## src/design/dmarf_pkg.sv

```systemverilog
package dmarf_pkg;

  localparam int CmdW   = 2;
  localparam int PortW  = 8;
  localparam int ByteW  = 8;
  localparam int ChanW  = 3;
  localparam int RegW   = 16;
  localparam int AddrW  = 24;
  localparam int LenW   = 17;
  localparam int NumCh  = 8;
  localparam int NumCtl = 2;

  localparam logic [CmdW-1:0] CMD_WRITE = 2'd0;
  localparam logic [CmdW-1:0] CMD_READ  = 2'd1;
  localparam logic [CmdW-1:0] CMD_QUERY = 2'd2;

  localparam logic [3:0] OFF_MASK  = 4'hA;
  localparam logic [3:0] OFF_MODE  = 4'hB;
  localparam logic [3:0] OFF_CLRFF = 4'hC;
  localparam logic [3:0] OFF_RESET = 4'hD;

  localparam logic [3:0] CTRL0_HI = 4'h0;
  localparam logic [2:0] CTRL1_HI = 3'b110;
  localparam logic [3:0] PAGE_HI  = 4'h8;

  // Command from the controller to the datapath.
  typedef struct packed {
    logic capture;
    logic execute;
  } dmarf_cmd_t;

  typedef struct packed {
    logic             hit;
    logic [ChanW-1:0] ch;
  } page_map_t;

  // Page port offset to channel; channels 0 and 4 have no page port.
  function automatic page_map_t page_channel(input logic [3:0] off);
    page_map_t m;
    m.hit = 1'b1;
    case (off)
      4'h3: m.ch = 3'd1;
      4'h1: m.ch = 3'd2;
      4'h2: m.ch = 3'd3;
      4'hB: m.ch = 3'd5;
      4'h9: m.ch = 3'd6;
      4'hA: m.ch = 3'd7;
      default: begin
        m.hit = 1'b0;
        m.ch  = 3'd0;
      end
    endcase
    return m;
  endfunction

endpackage

```

## src/design/dmarf_ctrl.sv

```systemverilog
module dmarf_ctrl
  import dmarf_pkg::*;
(
  input  logic       clk,
  input  logic       rst,
  input  logic       in_valid,
  output logic       in_ready,
  output logic       out_valid,
  input  logic       out_ready,
  output dmarf_cmd_t cmd_o
);

  typedef enum logic [1:0] {
    S_IDLE,
    S_EXEC,
    S_RESP
  } state_t;

  state_t state;

  assign in_ready       = (state == S_IDLE);
  assign cmd_o.capture  = in_valid && (state == S_IDLE);
  assign cmd_o.execute  = (state == S_EXEC);

  always_ff @(posedge clk) begin
    if (rst) begin
      state     <= S_IDLE;
      out_valid <= 1'b0;
    end else begin
      case (state)
        S_IDLE: begin
          if (in_valid) begin
            state <= S_EXEC;
          end
        end
        S_EXEC: begin
          state     <= S_RESP;
          out_valid <= 1'b1;
        end
        S_RESP: begin
          if (out_ready) begin
            state     <= S_IDLE;
            out_valid <= 1'b0;
          end
        end
        default: begin
          state     <= S_IDLE;
          out_valid <= 1'b0;
        end
      endcase
    end
  end

endmodule

```

## src/design/dmarf_datapath.sv

```systemverilog
module dmarf_datapath
  import dmarf_pkg::*;
(
  input  logic              clk,
  input  logic              rst,
  input  dmarf_cmd_t        cmd_i,
  input  logic [CmdW-1:0]   cmd,
  input  logic [PortW-1:0]  port,
  input  logic [ByteW-1:0]  wdata,
  input  logic [ChanW-1:0]  channel,
  output logic [ByteW-1:0]  rdata,
  output logic [AddrW-1:0]  xfer_address,
  output logic [LenW-1:0]   xfer_length,
  output logic              error
);

  // Captured word.
  logic [CmdW-1:0]  op;
  logic [PortW-1:0] pa;
  logic [ByteW-1:0] wd;
  logic [ChanW-1:0] qch;

  // Register file.
  logic [NumCtl-1:0]   byte_pointer;
  logic [3:0]          mask_bits [NumCtl];
  logic [RegW-1:0]     base_address [NumCh];
  logic [RegW-1:0]     transfer_count [NumCh];
  logic [ByteW-1:0]    page_byte [NumCh];
  logic [ByteW-1:0]    mode_byte [NumCh];

  logic            is_ctrl0, is_ctrl1, is_page, is_ctrl;
  logic            ctl;
  logic [3:0]      off;
  logic [ChanW-1:0] rch;
  logic [ChanW-1:0] mch;
  logic            off_ok;
  page_map_t       pmap;
  logic            wr, rd;

  always_ff @(posedge clk) begin
    if (cmd_i.capture) begin
      op  <= cmd;
      pa  <= port;
      wd  <= wdata;
      qch <= channel;
    end
  end

  always_comb begin
    is_ctrl0 = (pa[7:4] == CTRL0_HI);
    is_ctrl1 = (pa[7:5] == CTRL1_HI);
    is_page  = (pa[7:4] == PAGE_HI);
    is_ctrl  = is_ctrl0 || is_ctrl1;
    ctl      = is_ctrl1;
    // The second controller's registers sit on even port addresses.
    off      = is_ctrl1 ? pa[4:1] : pa[3:0];
    rch      = {ctl, off[2:1]};
    mch      = {ctl, wd[1:0]};
    off_ok   = !off[3] || (off == OFF_MASK) || (off == OFF_MODE) ||
               (off == OFF_CLRFF) || (off == OFF_RESET);
    pmap     = page_channel(pa[3:0]);
    wr       = (op == CMD_WRITE);
    rd       = (op == CMD_READ);
  end

  always_ff @(posedge clk) begin
    if (rst) begin
      byte_pointer <= '0;
      for (int i = 0; i < NumCtl; i++) begin
        mask_bits[i] <= '0;
      end
      for (int i = 0; i < NumCh; i++) begin
        base_address[i]   <= '0;
        transfer_count[i] <= '0;
        page_byte[i]      <= '0;
        mode_byte[i]      <= '0;
      end
    end else if (cmd_i.execute && wr) begin
      if (is_ctrl) begin
        if (!off[3]) begin
          if (off[0]) begin
            if (byte_pointer[ctl]) transfer_count[rch][15:8] <= wd;
            else                   transfer_count[rch][7:0]  <= wd;
          end else begin
            if (byte_pointer[ctl]) base_address[rch][15:8] <= wd;
            else                   base_address[rch][7:0]  <= wd;
          end
          byte_pointer[ctl] <= ~byte_pointer[ctl];
        end else begin
          case (off)
            OFF_MASK:  mask_bits[ctl][wd[1:0]] <= wd[2];
            OFF_MODE:  mode_byte[mch] <= wd;
            OFF_CLRFF: byte_pointer[ctl] <= 1'b0;
            OFF_RESET: begin
              byte_pointer[ctl] <= 1'b0;
              mask_bits[ctl]    <= '0;
              for (int j = 0; j < NumCh / NumCtl; j++) begin
                base_address[{ctl, 2'(j)}]   <= '0;
                transfer_count[{ctl, 2'(j)}] <= '0;
                page_byte[{ctl, 2'(j)}]      <= '0;
                mode_byte[{ctl, 2'(j)}]      <= '0;
              end
            end
            default: ;
          endcase
        end
      end else if (is_page && pmap.hit) begin
        page_byte[pmap.ch] <= wd;
      end
    end
  end

  // Result word.
  always_ff @(posedge clk) begin
    if (cmd_i.execute) begin
      rdata        <= '0;
      xfer_address <= '0;
      xfer_length  <= '0;
      error        <= 1'b0;
      if (wr || rd) begin
        if (is_ctrl) begin
          error <= rd || !off_ok;
        end else if (is_page) begin
          if (rd && pmap.hit) rdata <= page_byte[pmap.ch];
        end else begin
          error <= 1'b1;
        end
      end else if (op == CMD_QUERY) begin
        xfer_address <= {page_byte[qch], base_address[qch]};
        xfer_length  <= {1'b0, transfer_count[qch]} + LenW'(1);
      end else begin
        error <= 1'b1;
      end
    end
  end

endmodule

```

## src/design/isa_dma_channel_register_file_top.sv

```systemverilog
// Register file of two cascaded ISA DMA controllers, four channels each.
// The input channel (in_valid/in_ready) carries one bus access per word:
// cmd selects a port write, a port read or a channel transfer query, with
// port, wdata and channel as its operands. The output channel
// (out_valid/out_ready) returns exactly one result word per input word:
// rdata for page register reads, xfer_address and xfer_length for a
// query, and error for control reads, unsupported control offsets,
// unmapped ports and undefined commands.
// A word accepted in idle is captured; in the execute state it is carried
// out, the result register loads and out_valid rises, and in the respond
// state the result is held until the receiver takes it.
// One word is in flight at a time; the controller steps idle, execute and
// respond for each word. While the receiver stalls the result stays on the
// output ports and in_ready stays low.
// A synchronous reset clears every byte pointer, mask, base, count, page and
// mode register, and returns the controller to idle with no result held.
module isa_dma_channel_register_file_top
  import dmarf_pkg::*;
(
  input  logic              clk,
  input  logic              rst,
  input  logic              in_valid,
  output logic              in_ready,
  input  logic [CmdW-1:0]   cmd,
  input  logic [PortW-1:0]  port,
  input  logic [ByteW-1:0]  wdata,
  input  logic [ChanW-1:0]  channel,
  output logic              out_valid,
  input  logic              out_ready,
  output logic [ByteW-1:0]  rdata,
  output logic [AddrW-1:0]  xfer_address,
  output logic [LenW-1:0]   xfer_length,
  output logic              error
);

  dmarf_cmd_t dp_cmd;

  // Sequencing of each word and of the output handshake.
  dmarf_ctrl u_ctrl (
    .clk       (clk),
    .rst       (rst),
    .in_valid  (in_valid),
    .in_ready  (in_ready),
    .out_valid (out_valid),
    .out_ready (out_ready),
    .cmd_o     (dp_cmd)
  );

  // Port decode, register file and result register.
  dmarf_datapath u_dp (
    .clk          (clk),
    .rst          (rst),
    .cmd_i        (dp_cmd),
    .cmd          (cmd),
    .port         (port),
    .wdata        (wdata),
    .channel      (channel),
    .rdata        (rdata),
    .xfer_address (xfer_address),
    .xfer_length  (xfer_length),
    .error        (error)
  );

endmodule

```

## config.mk

```make
export PLATFORM = sky130hd
export DESIGN_NAME = isa_dma_channel_register_file_top
export DESIGN_NICKNAME = d
export VERILOG_FILES = /design/src/design/dmarf_pkg.sv /design/src/design/dmarf_ctrl.sv /design/src/design/dmarf_datapath.sv /design/src/design/isa_dma_channel_register_file_top.sv
export SDC_FILE = /design/constraint.sdc
export NUM_CORES = 1
export LEC_CHECK = 0
export BUFFER_PORTS_ARGS = -buffer_cell sky130_fd_sc_hd__buf_4
export CAP_MARGIN = 20
export CORE_MARGIN = 4
export CORE_UTILIZATION = 56
export CTS_CLUSTER_SIZE = 40
export DETAILED_ROUTE_END_ITERATION = 10
export PLACE_DENSITY = 0.76
export SETUP_SLACK_MARGIN = 0.05
export SYNTH_ARGS = -nofsm -noshare
export SYNTH_HDL_FRONTEND = slang
export SYNTH_HIERARCHICAL = 1
export SYNTH_SLANG_ARGS = --single-unit
export TNS_END_PERCENT = 20
```

## constraint.sdc

```tcl
create_clock -name clk -period 3.67 [get_ports clk]
set_input_delay 0.367 -clock clk [delete_from_list [all_inputs] [get_ports clk]]
set_output_delay 0.367 -clock clk [all_outputs]
set_load 0.03 [all_outputs]
```

# == Word level (Yosys, flattened, before mapping) ==
# Memories as Yosys holds them, arrays and structs flattened. A register that Yosys moved wholly into a read port is not among the register bits.
# Cells that the tools add are included.
# word_totals
ff_bits,44
mem_bits_rw,320
in_bits,25
output_inout_bits,52
word_cells,185
memories,3
# mem_list
memory,depth,word_bits,read_ports,rd_clocked_by_memory_dff,write_ports,line,source
u_dp.base_address,8,16,1,1,8,dmarf_datapath.sv:26,logic [RegW-1:0] base_address [NumCh];
u_dp.transfer_count,8,16,1,1,8,dmarf_datapath.sv:27,logic [RegW-1:0] transfer_count [NumCh];
u_dp.page_byte,8,8,2,2,8,dmarf_datapath.sv:28,logic [ByteW-1:0] page_byte [NumCh];
# op_classes
addsub,1
order_cmp,2
n_eq_ne,19
muxes,104
n_bitwise,8
n_reduce_logical,39
# ops
operator,n
$mux 16,10
$reduce_or 16->1,10
$mux 1,59
$mux 3,16
$mux 8,5
$reduce_or 8->1,5
$eq 4x4->1 const B,8
$pmux 3 s6,1
$add 16x1->17 const B,1
$mux 2,8
$eq 4x2->1 const B,2
$logic_or 1x1->1,7
$ne 2x2->1 const B,3
$not 1->1,6
$pmux 2 s3,1
$reduce_or 6->1,1
$logic_and 1x1->1,5
$eq 2x1->1 const B,2
$eq 2x2->1 const B,2
$eq 4x1->1 const B,1
$logic_not 2->1,2
$logic_not 4->1,1
$mux 4,1
$reduce_and 2->1,2
other kinds (12),14

# == Longest topological paths before layout ==
# logic_depth
ltp_word,13
depth_mapped,10
mapped_depth_nobuf,7

# == Cells and area by module ==
# Netlist, hierarchy kept.
# by_module_without_submodules
mod,n_inst,cells_per_inst,area_per_inst_um2,seq_area_each_um2
dmarf_datapath,1,1192,18046.1,11841.4
dmarf_ctrl,1,12,136.4,60.1

# == Worst setup path before layout ==
# Ideal clock, no wire load.
# synth_path
kind,reg2reg
startpoint,register u_ctrl.state[0]
endpoint,memory u_dp.transfer_count[3][0] (enable)
setup_ps,384
arrival_time_ps,3269
required_time_ps,3286
path_slack_ps,17
path_stages_with_launch,9
n_path_buf,2
synth_period_minus_slack_ps,3653
path_cell_list,dfxtp_1 nor2b_4 nor3b_1 nor2b_1 nand4_1 or2_2 clkbuf_1 clkbuf_1 o21ai_0
# synth_lines
item,line,source
"start, declared",dmarf_ctrl.sv:19,state_t state;
"start signal, assigned",dmarf_ctrl.sv:27,state <= S_IDLE;
"start signal, assigned",dmarf_ctrl.sv:33,state <= S_EXEC;
"start signal, assigned",dmarf_ctrl.sv:37,state <= S_RESP;
"end, declared",dmarf_datapath.sv:27,

==> run metrics <==
final number of setup-violating endpoints=0; setup TNS=0 ps; Slew Viols, Final=0; Synth Flop Type=edfxtp_1; CP required=3950 ps; critical path peak fanout=13; Reg2Reg Depth=7; internal power=8.05 mW; First DRT Iteration DRCs=1028; DRT Pass-1 Iters=7; CP Launch Type=flip-flop; syn_area_per_cell=15.1 um^2; Clock Power Share=40.3%; Seq cells post-synth=399; Net count, final=1346; compound-gate portion of the synthesized area=2.36%; placed cell count=1701; pin count of the biggest net entering global routing=52; asr flop ratio synth=0%; Sink Count=399; clock-pin slew of the registers on the worst-case setup and hold paths=approximately 60 ps; Overflow after GRT=0; IO Count=77; status=complete, no violations; CTS tree=built; Die H=approximately 190 um; Post-Synth Simple-Gate Area=15.9%; Worst R2R Setup Slack=740 ps; Post-Synth XOR/XNOR Area=0.434%; initial antenna violation count=0; CP endpoint kind=flip-flop; Seq pwr share=51.2%; non-filler cells, final=1787; CP Capture Point=u_dp/xfer_length[8]$_SDFFCE_PP0P_; min-delay worst type=primary input to flip-flop; Cell Area, Synth=0.0182 mm^2; Final period util=79.8%; post-synth cell types=60; multiplexer share of the synthesized area=13.6%; via count of the first global-routing pass=10700; switching part of the total=22.3%; CTS root buf=clkbuf_16; Fin. Hold Viols=0; Resize count post-CTS=0; Period minus WS final=between 2000 and 3000 ps; quantity of I/O buffers inserted on ports=76; CTS max path bufs=3; H-Tree Depth=2; Switch Pwr=2.31 mW; Comb pwr share=8.4%; Initial Utilization=between 50% and 60%; Syn. warnings=6; vias per cell=just under 6; Core Region=0.0318 mm^2; setup ws final=roughly 740 ps; hold wc startpoint=wdata[4]; share of cells above drive strength 1=22.4%; largest family of logic cells by synthesized area=simple AND/OR/NAND/NOR gates; Clk Latency, worst-skew pair=530 ps; worst vdd rail ir drop=364 uV; crit path DAT=3200 ps; Max Cap Viol=0; Die X=between 150 and 200 um; EDFF count, synth=391; PD cells=between 400 and 500 mW/mm^2; Die Area=around 0.035 mm^2; critical path type=flip-flop to flip-flop; Cell Rows=65; Crit Reg-Reg Endpoint=u_dp/xfer_length[8]$_SDFFCE_PP0P_; Routed WL=between 40000 and 50000 um; first-pass GRT wire length=62200 um; Antenna Nets Post-Route=0; via count=10400; # diodes=0; unrepaired setup endpoints after global routing=no; gr usage total=22.6%; worst slew pin tran=1170 ps; pre-CTS WS=approximately 740 ps; CTS buffer count=41; Worst slew margin=between 20 and 25%; DR DRC count=0; Max Freq=341 MHz; synth-to-layout area growth=14.8%; Syn Inst Count=1204; Wirelength per Cell=22.4 um; routability cong.=between 0.8 and 0.9; DP HPWL=~25000 um; Synth Area in Adders=0.0688%; post-synthesis sequential area ratio=about two thirds; Clock Skew=17.6 ps; Lkg Pwr=around 7.7 nW
layout by cell type (no fill, tap or decap), drive strengths merged, types with 2 or more instances in the layout:
cell type	n
clkinv	12
mux2	10
buf	134
nand3b	3
and3	20
edfxtp	391
nor2b	6
a221oi	8
nor3	10
clkinvlp	3
bufinv	4
xor2	3
nand4	10
dfxtp	8
and2	294
inv	4
a21oi	15
nand2b	8
o21ai	37
or4b	2
or3	3
o21a	2
mux2i	32
xnor2	6
dlygate4sd3	9
mux4	88
nand2	40
conb	16
clkbuf	55
nand3	9
nor3b	5
nor2	89
critical path, stage by stage, from the launching register on:
cell,delay [ps]
dfxtp_2,560
buf_4,340
mux4_1,630
mux2i_2,350
nor4_4,150
and2_4,180
a221o_1,300
and3_1,180
cell families after synthesis:
group	Yosys count
AND/OR/NAND/NOR	505
AO/OA/AOI/OAI	71
multiplexers	130
adder cells (fa/ha/maj)	1
other	1
buffers and inverters	88
XOR/XNOR	9
flip-flops	399
per-layer routing:
layer | track usage (%) | share of wire [%]
met4 | 7.88 | 3.1
met3 | 3.83 | 7.1
met1 | 30.7 | 40
met5 | 0 | 0
met2 | 37.6 | 50
final cells by class:
cell class / count / area, um^2
Sequential cell: 399 / 11900
Fill cell: 2208 / 10900
Multi-Input combinational cell: 732 / 5940
Clock buffer: 55 / 1150
Timing Repair Buffer: 143 / 1110
Tap cell: 435 / 544
Clock inverter: 20 / 211
Inverter: 3 / 11.3
sequential cells by signal, indices dropped and copies added (netlist names), named ones only:
name,flops
u_ctrl/out_valid,1
u_ctrl/state,2
u_dp/base_address,128
u_dp/byte_pointer,2
u_dp/error,1
u_dp/op,2
u_dp/pa,8
u_dp/page_byte,64
u_dp/qch,3
u_dp/rdata,8
u_dp/transfer_count,128
u_dp/wd,8
u_dp/xfer_address,24
u_dp/xfer_length,17
worst min path at each step:
| stage | endpoint | slack, ps | depth (start not counted) |
|---|---|---|---|
| after global placement | u_dp/byte_pointer[0]$_SDFFE_PP0P_ | 500 | 2 |
| after detailed placement | u_ctrl/out_valid$_SDFFE_PP0P_ | 490 | 2 |
| final | u_dp/wd[4]$_DFFE_PP_ | 20 | 1 |
| after global routing | u_dp/wd[3]$_DFFE_PP_ | 1 | 1 |
| after floorplan | u_dp/byte_pointer[0]$_SDFFE_PP0P_ | 440 | 1 |
| after CTS | u_dp/pa[3]$_DFFE_PP_ | 1 | 1 |
cell usage after synthesis (3+ instances only):
cell	n	share of area (%)
nand4_1	10	0.34
nand2b_1	8	0.28
a21oi_1	15	0.41
clkbuf_1	66	1.4
nand3_1	8	0.22
mux4_2	78	9.7
buf_6	4	0.25
xnor2_1	6	0.29
nand2_1	40	0.83
inv_1	3	0.062
nand3b_1	3	0.12
buf_1	8	0.17
or3_1	3	0.10
nor2_1	87	1.8
and2_1	291	10
edfxtp_1	391	65
and3_1	20	0.69
o21ai_1	3	0.083
buf_2	3	0.083
nor3b_1	3	0.12
dfxtp_1	8	0.88
xor2_1	3	0.14
nor2b_1	5	0.17
mux4_1	10	1.4
mux2i_1	30	1.7
a221oi_1	8	0.39
nor3_1	10	0.28
mux2_2	10	0.62
o21ai_0	34	0.94
power groups by stage:
stage / Combinational (mW) / Clock (mW) / Sequential (mW)
after detailed placement: 0.859 / 0 / 5.40
after floorplan: 0.576 / 0 / 5.37
after global routing: 0.935 / 4.43 / 5.32
final: 0.873 / 4.18 / 5.30
after global placement: 0.847 / 0 / 5.39
after CTS: 0.869 / 4.25 / 5.31
what timing repair did:
item,CTS,global route
buffers inserted,0,0
hold buffers,6,3
hold endpoints to repair,6,3
metrics by stage:
| step | hold slack [ps] | power, mW | instance area (um^2) | utilization (%) |
|---|---|---|---|---|
| after floorplan | 439 | 5.95 | 18200 | - |
| after global placement | 496 | 6.24 | 19400 | 61.0 |
| after detailed placement | 487 | 6.26 | 19400 | 61.0 |
| after CTS | 1.03 | 10.4 | 20800 | 65.5 |
| after global routing | 1.46 | 10.7 | 20900 | 65.7 |
| final | 19.4 | 10.4 | 20900 | 65.7 |
No activity file was read; power rests on OpenSTA's default activity.
